`config.mk`:
```
export PLATFORM = sky130hd
export DESIGN_NAME = clock_page_replacement_with_age_top
export DESIGN_NICKNAME = d
export VERILOG_FILES = /design/src/design/cpra_pkg.sv /design/src/design/cpra_frame_store.sv /design/src/design/clock_page_replacement_with_age_top.sv
export SDC_FILE = /design/constraint.sdc
export NUM_CORES = 2
export LEC_CHECK = 0
export BUFFER_PORTS_ARGS = -buffer_cell sky130_fd_sc_hd__buf_4
export CELL_PAD_IN_SITES_DETAIL_PLACEMENT = 2
export CELL_PAD_IN_SITES_GLOBAL_PLACEMENT = 2
export CORE_MARGIN = 1
export CORE_UTILIZATION = 45
export CTS_CLUSTER_SIZE = 30
export DETAILED_ROUTE_END_ITERATION = 8
export PLACE_DENSITY_LB_ADDON = 0.1
export SETUP_SLACK_MARGIN = 0.2
export SYNTH_ARGS = -nofsm -noshare
export SYNTH_HDL_FRONTEND = slang
export SYNTH_SLANG_ARGS = --single-unit
```
`constraint.sdc`:
```
create_clock -name clk_i -period 8.4 [get_ports clk_i]
set_input_delay 0.84 -clock clk_i [delete_from_list [all_inputs] [get_ports clk_i]]
set_output_delay 0.84 -clock clk_i [all_outputs]
set_load 0.05 [all_outputs]
```
`src/design/cpra_pkg.sv`:
```
// Package for the clock page replacement block: sizes, codes and shared types.
// No dependencies.
`timescale 1ns / 1ps
`default_nettype none

package cpra_pkg;

  localparam int FRAME_COUNT = 64;
  localparam int PAGE_SHIFT  = 12;

  localparam int ADDR_W      = 32;
  localparam int PAGE_W      = ADDR_W - PAGE_SHIFT;
  localparam int TICK_W      = 32;
  localparam int IDX_W       = $clog2(FRAME_COUNT);
  localparam int FRAME_IDX_W = 6;
  localparam int OLD_PAGE_W  = 20;
  localparam int AGE_W       = 16;
  localparam int SKIP_W      = 6;
  localparam int CFG_IDX_W   = 8;
  localparam int CFG_DATA_W  = 16;
  localparam int OUT_W       = 32;

  localparam logic [CFG_IDX_W-1:0] CFG_AGE_LIMIT = 8'd0;
  localparam logic [CFG_IDX_W-1:0] CFG_HAND_SKIP = 8'd1;

  localparam logic [AGE_W-1:0]  AGE_LIMIT_RST = 16'd500;
  localparam logic [SKIP_W-1:0] HAND_SKIP_RST = 6'd3;

  localparam logic [2:0] ST_IDLE     = 3'd0;
  localparam logic [2:0] ST_SCAN     = 3'd1;
  localparam logic [2:0] ST_SWEEP    = 3'd2;
  localparam logic [2:0] ST_FALLBACK = 3'd3;

  typedef struct packed {
    logic              en;
    logic [IDX_W-1:0]  addr;
    logic [PAGE_W-1:0] page;
    logic [TICK_W-1:0] stamp;
  } frame_wr_t;

endpackage

`default_nettype wire

```
`src/design/cpra_frame_store.sv`:
```
// Frame store: page and stamp memories with per-frame valid bits.
// Unwritten frames read as page 0, stamp 0. Depends on cpra_pkg.
`timescale 1ns / 1ps
`default_nettype none

module cpra_frame_store (
  input  logic                          clk_i,
  input  logic                          rst_ni,
  input  logic [cpra_pkg::IDX_W-1:0]    rd_addr_i,
  input  cpra_pkg::frame_wr_t           wr_i,
  output logic [cpra_pkg::PAGE_W-1:0]   rd_page_o,
  output logic [cpra_pkg::TICK_W-1:0]   rd_stamp_o
);
  import cpra_pkg::*;

  logic [PAGE_W-1:0]      page_mem  [FRAME_COUNT];
  logic [TICK_W-1:0]      stamp_mem [FRAME_COUNT];
  logic [FRAME_COUNT-1:0] valid_q;
  logic                   rd_valid_q;
  logic [PAGE_W-1:0]      rd_page_q;
  logic [TICK_W-1:0]      rd_stamp_q;

  always_ff @(posedge clk_i) begin
    if (wr_i.en) begin
      page_mem[wr_i.addr]  <= wr_i.page;
      stamp_mem[wr_i.addr] <= wr_i.stamp;
    end
    rd_page_q  <= page_mem[rd_addr_i];
    rd_stamp_q <= stamp_mem[rd_addr_i];
  end

  always_ff @(posedge clk_i or negedge rst_ni) begin
    if (!rst_ni) begin
      valid_q    <= '0;
      rd_valid_q <= 1'b0;
    end else begin
      if (wr_i.en) valid_q[wr_i.addr] <= 1'b1;
      rd_valid_q <= valid_q[rd_addr_i];
    end
  end

  assign rd_page_o  = rd_valid_q ? rd_page_q  : '0;
  assign rd_stamp_o = rd_valid_q ? rd_stamp_q : '0;

endmodule

`default_nettype wire

```
`src/design/clock_page_replacement_with_age_top.sv`:
```
// Clock page replacement with age stamps: top level and sequencer.
// Depends on cpra_pkg and cpra_frame_store.
//
//  channel  | dir | fields (low bit up)
//  s_axis   | in  | tdata: address[31:0]
//  m_axis   | out | tdata: hit[0], frame_index[6:1], old_page[26:7], zero fill
//  cfg      | in  | index 0 age_limit, index 1 hand_skip, others ignored
//
// One frame is examined per cycle through one compare/subtract unit fed by a
// single registered memory read port: a hit scan over up to 64 frames, then a
// sweep over up to 64 frames, then a fallback that takes the frame at the hand.
// Input is held off until the result has been taken. Reset is asynchronous;
// frames start as page 0, stamp 0, via valid bits (no clearing pass).
`timescale 1ns / 1ps
`default_nettype none

module clock_page_replacement_with_age_top (
  input  logic                              clk_i,
  input  logic                              rst_ni,
  input  logic                              s_axis_tvalid,
  output logic                              s_axis_tready,
  input  logic [cpra_pkg::ADDR_W-1:0]       s_axis_tdata,   // address
  output logic                              m_axis_tvalid,
  input  logic                              m_axis_tready,
  output logic [cpra_pkg::OUT_W-1:0]        m_axis_tdata,   // hit, frame_index, old_page
  input  logic                              cfg_valid_i,
  output logic                              cfg_ready_o,
  input  logic [cpra_pkg::CFG_IDX_W-1:0]    cfg_index_i,
  input  logic [cpra_pkg::CFG_DATA_W-1:0]   cfg_data_i
);
  import cpra_pkg::*;

  localparam int SUM_W = ((IDX_W > SKIP_W) ? IDX_W : SKIP_W) + 1;
  localparam logic [IDX_W-1:0] LAST_IDX = IDX_W'(FRAME_COUNT - 1);

  logic [2:0]             state_q, state_d;
  logic [IDX_W-1:0]       hand_q, hand_d;
  logic [IDX_W-1:0]       cnt_q, cnt_d;
  logic [PAGE_W-1:0]      page_q, page_d;
  logic [TICK_W-1:0]      tick_q, tick_d;
  logic [FRAME_COUNT-1:0] ref_q, ref_d;
  logic [AGE_W-1:0]       age_limit_q;
  logic [SKIP_W-1:0]      hand_skip_q;

  logic                   out_valid_q, out_valid_d;
  logic                   out_hit_q, out_hit_d;
  logic [FRAME_IDX_W-1:0] out_idx_q, out_idx_d;
  logic [OLD_PAGE_W-1:0]  out_old_q, out_old_d;

  logic [IDX_W-1:0]       hand_inc;
  logic [IDX_W-1:0]       rd_addr;
  logic [PAGE_W-1:0]      rd_page;
  logic [TICK_W-1:0]      rd_stamp;
  logic [TICK_W-1:0]      age;
  logic [SUM_W-1:0]       skip_sum;
  frame_wr_t              wr;
  logic                   in_fire;

  assign s_axis_tready = (state_q == ST_IDLE) && !out_valid_q;
  assign in_fire       = s_axis_tvalid && s_axis_tready;
  assign cfg_ready_o   = 1'b1;

  assign hand_inc = (hand_q == LAST_IDX) ? '0 : hand_q + 1'b1;
  assign rd_addr  = (state_q == ST_IDLE) ? hand_q : hand_inc;
  assign age      = tick_q - rd_stamp;
  assign skip_sum = SUM_W'(hand_q) + SUM_W'(hand_skip_q);

  cpra_frame_store u_store (
    .clk_i      (clk_i),
    .rst_ni     (rst_ni),
    .rd_addr_i  (rd_addr),
    .wr_i       (wr),
    .rd_page_o  (rd_page),
    .rd_stamp_o (rd_stamp)
  );

  always_comb begin
    state_d     = state_q;
    hand_d      = hand_q;
    cnt_d       = cnt_q;
    page_d      = page_q;
    tick_d      = tick_q;
    ref_d       = ref_q;
    out_valid_d = out_valid_q && !m_axis_tready;
    out_hit_d   = out_hit_q;
    out_idx_d   = out_idx_q;
    out_old_d   = out_old_q;
    wr.en       = 1'b0;
    wr.addr     = hand_q;
    wr.page     = page_q;
    wr.stamp    = TICK_W'(1);

    case (state_q)
      ST_IDLE: begin
        if (in_fire) begin
          page_d  = s_axis_tdata[ADDR_W-1:PAGE_SHIFT];
          tick_d  = tick_q + 1'b1;
          cnt_d   = '0;
          state_d = ST_SCAN;
        end
      end
      ST_SCAN: begin
        if (rd_page == page_q) begin
          wr.en          = 1'b1;
          wr.stamp       = tick_q;
          ref_d[hand_q]  = 1'b1;
          out_valid_d    = 1'b1;
          out_hit_d      = 1'b1;
          out_idx_d      = FRAME_IDX_W'(hand_q);
          out_old_d      = OLD_PAGE_W'(page_q);
          state_d        = ST_IDLE;
        end else begin
          hand_d = hand_inc;
          cnt_d  = cnt_q + 1'b1;
          if (cnt_q == LAST_IDX) begin
            cnt_d   = '0;
            state_d = ST_SWEEP;
          end
        end
      end
      ST_SWEEP: begin
        if (!ref_q[hand_q] && (age > TICK_W'(age_limit_q))) begin
          wr.en         = 1'b1;
          ref_d[hand_q] = 1'b1;
          out_valid_d   = 1'b1;
          out_hit_d     = 1'b0;
          out_idx_d     = FRAME_IDX_W'(hand_q);
          out_old_d     = OLD_PAGE_W'(rd_page);
          state_d       = ST_IDLE;
        end else begin
          ref_d[hand_q] = 1'b0;
          hand_d        = hand_inc;
          cnt_d         = cnt_q + 1'b1;
          if (cnt_q == LAST_IDX) begin
            cnt_d   = '0;
            state_d = ST_FALLBACK;
          end
        end
      end
      ST_FALLBACK: begin
        wr.en         = 1'b1;
        ref_d[hand_q] = 1'b1;
        hand_d        = IDX_W'(skip_sum % FRAME_COUNT);
        out_valid_d   = 1'b1;
        out_hit_d     = 1'b0;
        out_idx_d     = FRAME_IDX_W'(hand_q);
        out_old_d     = OLD_PAGE_W'(rd_page);
        state_d       = ST_IDLE;
      end
      default: begin
        state_d = ST_IDLE;
      end
    endcase
  end

  always_ff @(posedge clk_i or negedge rst_ni) begin
    if (!rst_ni) begin
      state_q     <= ST_IDLE;
      hand_q      <= '0;
      cnt_q       <= '0;
      tick_q      <= '0;
      ref_q       <= '0;
      out_valid_q <= 1'b0;
      age_limit_q <= AGE_LIMIT_RST;
      hand_skip_q <= HAND_SKIP_RST;
    end else begin
      state_q     <= state_d;
      hand_q      <= hand_d;
      cnt_q       <= cnt_d;
      tick_q      <= tick_d;
      ref_q       <= ref_d;
      out_valid_q <= out_valid_d;
      if (cfg_valid_i && cfg_ready_o) begin
        if (cfg_index_i == CFG_AGE_LIMIT) age_limit_q <= cfg_data_i[AGE_W-1:0];
        if (cfg_index_i == CFG_HAND_SKIP) hand_skip_q <= cfg_data_i[SKIP_W-1:0];
      end
    end
  end

  always_ff @(posedge clk_i) begin
    page_q    <= page_d;
    out_hit_q <= out_hit_d;
    out_idx_q <= out_idx_d;
    out_old_q <= out_old_d;
  end

  assign m_axis_tvalid = out_valid_q;
  assign m_axis_tdata  = OUT_W'({out_old_q, out_idx_q, out_hit_q});

endmodule

`default_nettype wire

```
==> results.tsv <==
metric	value	unit
Synth Register Bits	3625	
Netlist Area Pre-Place	0.1472	mm^2
internal power	37960	uW
routed wire length	573000	um
first-pass detailed-route iteration total	6	
CTS buffer count	388	
placed cell area	0.1533	mm^2
unrepaired setup endpoints after global routing	false	
clock power share	24.4	%
CORE AREA	0.3248	mm^2
Worst Path Class, Setup	reg -> reg	
Synth area leaders	edfxtp_1 69%, nand2_1 9.1%, a311oi_1 3.8%, dfrtp_1 3.2%, nand3_1 3.0%	
Die Y	573.9	um
CTS H-tree depth	5	
cell area power density	419.8	mW/mm^2
setup TNS	0	ps
DR vias/cell	6.417	
peak supply drop	416.9	uV
fin area	0.1655	mm^2
vias in the first global route	112100	
initial antenna violation count	22	
die area	0.3293	mm^2
Util after Layout	50.95	%
Worst-Skew Late Latency	970	ps
setup violators final	0	
pin count of the biggest net entering global routing	154	
met3 usage	3.995	%
die span in x	573.9	um
GPL Wtd Cong	0.8277	
Total GRT Usage	34.18	%
CTS sink count	3625	
Final Worst Setup Slack	1056	ps
max_cap viols	0	
number of synthesized flops with an enable pin	3375	
initial core utilization	45.31	%
Final nets	11550	
cell taking the most area after synthesis	edfxtp_1	
Seq pwr share	29.4	%
met2 GRT Util	57.78	%
Rel. slew slack	7.031	%
Logic pwr share	46.1	%
WP data arrival	7970	ps
sequential cell area fraction in the yosys report	72.95	%
Yosys top cell area share	68.87	%
Worst EP required	9020	ps
antenna viol nets, final	0	
number of I/O port buffers	77	
status	complete, no violations	
Bufs on Longest Clock Path	4	
GR Overflow Total	0	
HP Class	in -> reg	
clk root buf	clkbuf_16	
Clock Skews	47.41	ps
final max-slew violation count	0	
met1 Usage GRT	43.96	%
syn_area_per_cell	12.74	um^2
Yosys Warn Count	0	
Hold Violations, Final	0	
hold slack	66.16	ps
commonest cells in the synthesized netlist	3573 x nand2_1, 3375 x edfxtp_1, 886 x nand3_1	
first-pass GRT wire length	818400	um
NetSw	31500	uW
Syn Inst Count	11550	
Area growth syn-to-layout	12.44	%
multi-input logic area	0.03703	mm^2
Critical Path End Type	flop	
ys async rst share	5.462	%
actual slew at the worst max-slew pin	1395	ps
dpl hpwl	321900	um
row cnt	209	
crit path max fanout	65	
most frequent cell after synthesis	nand2_1	
min Tclk post-route	7344	ps
busiest layer in global routing	met2	
CTS tree	done	
Worst-path clk slew	60	ps
Final Cycle Share	87.43	%
CP startpoint kind	flop	
Leak	0.05787	uW
fill cell count	30660	
Iter 0 DRT Violations	10170	
pre-CTS setup slack	1186	ps
Main synth FF type	edfxtp_1	
DRC violations left	0	
Netlist cell types	77	
Vias	103100	
Fmax	136.2	MHz
I/O pin total	96	
fraction of layout cells with a size suffix above 1	9.215	%
Net Sw Frac	45.35	%
FF+latch area	0.1074	mm^2
Wirelength per Cell	35.65	um
power by group through the flow:
stage / sequential, uW / clock, uW / combinational [uW]
global placement: 20800 / 0 / 29600
global route: 20500 / 17700 / 33600
floorplan: 20900 / 0 / 17700
detailed placement: 20800 / 0 / 31200
finish: 20400 / 17000 / 32000
CTS: 20400 / 17100 / 31700
repair_timing:
| action | CTS | global route |
|---|---|---|
| setup buffers | 0 | 0 |
| endpoints found under the hold margin | 60 | 0 |
| gates resized for setup | 0 | 0 |
| setup endpoints to repair | 0 | 0 |
| hold buffers | 1 | 0 |
final timing paths:
check	from	endpoint	slack [ps]	depth (start not counted)
worst max-delay path	u_store.rd_valid_q$_DFF_PN0_	u_store.stamp_mem[54][4]$_DFFE_PP_	1060	21
worst min-delay path	s_axis_tdata[18]	page_q[6]$_DFFE_PP_	70	1
worst max register to register	u_store.rd_valid_q$_DFF_PN0_	u_store.stamp_mem[54][4]$_DFFE_PP_	1060	21
worst min register to register	u_store.valid_q[5]$_DFFE_PN0P_	u_store.valid_q[5]$_DFFE_PN0P_	470	1
max in group asynchronous	rst_ni	age_limit_q[3]$_DFFE_PN0P_	6360	3
min in group asynchronous	rst_ni	asynchronous set/reset pin	550	2
placed cells by master (no fill, tap or decap), types with 78 or more instances in the layout:
cell type and instances:
clkbuf_1 94, buf_4 279, o21ai_0 78, a311oi_1 638, and3_1 439, a31oi_1 247
clkbuf_16 395, nand2_1 3572, nand3_1 886, edfxtp_1 3375, a211oi_1 145, a21oi_1 312
dfrtp_1 189
sequential cells by signal, summed over array words and instances, names as in the netlist, 6 cells and up, named ones only:
signal / flops
tick_q: 32
u_store.stamp_mem: 2048
cnt_q: 6
page_q: 20
hand_skip_q: 6
hand_q: 6
out_idx_q: 6
u_store.rd_page_q: 20
u_store.valid_q: 64
u_store.page_mem: 1280
age_limit_q: 16
u_store.rd_stamp_q: 32
out_old_q: 20
cell families after synthesis:
kind of cell	after synthesis	synth area share [%]
xor+xnor	64	0.3809
mux	45	0.3801
flops	3625	72.95
other cells	2	0.005103
buf+inv	903	2.379
compound gates	1659	8.247
fa+ha+maj	64	0.5543
simple gates	5188	15.10
worst max-delay path, cell delays in order (launching register included):
cell	delay (ps)
dfrtp_4	500
buf_4	540
nand2_1	130
ha_1	410
and2_1	180
nand3_1	150
a2111oi_0	620
nor2_1	230
xnor2_1	180
ha_1	340
nand4_1	180
nor3_1	310
a21boi_0	280
o31ai_1	130
o311ai_1	140
a2111oi_2	60
nand4b_1	250
o41ai_4	140
o211ai_4	230
buf_12	330
and3_4	1060
buf_4	430
final cells by class:
type | instances | share of cell area, %
Sequential cell | 3625 | 64.88
Multi-Input combinational cell | 7026 | 22.38
Clock buffer | 501 | 6.287
Tap cell | 4325 | 3.270
Timing Repair Buffer | 344 | 2.042
Clock inverter | 203 | 1.040
Inverter | 43 | 0.09754
Antenna cell | 5 | 0.007561
per-stage QoR:
step	total power [uW]	cells
after floorplan	38630	11550
after global placement	50410	15360
after detailed placement	51990	15360
after CTS	69280	16070
after global routing	71700	16070
final	69470	16070
routing by layer:
layer  part of all wire [%]  vias to the layer above  wire (um)
li1                       -                    42610          -
met1                     40                    55310     227100
met2                     49                     4132     280200
met3                    6.0                     1084      34530
met4                    5.4                        6      31020
met5                 0.0066                        -         38
Note: power is estimated with default switching activity, not from simulation.
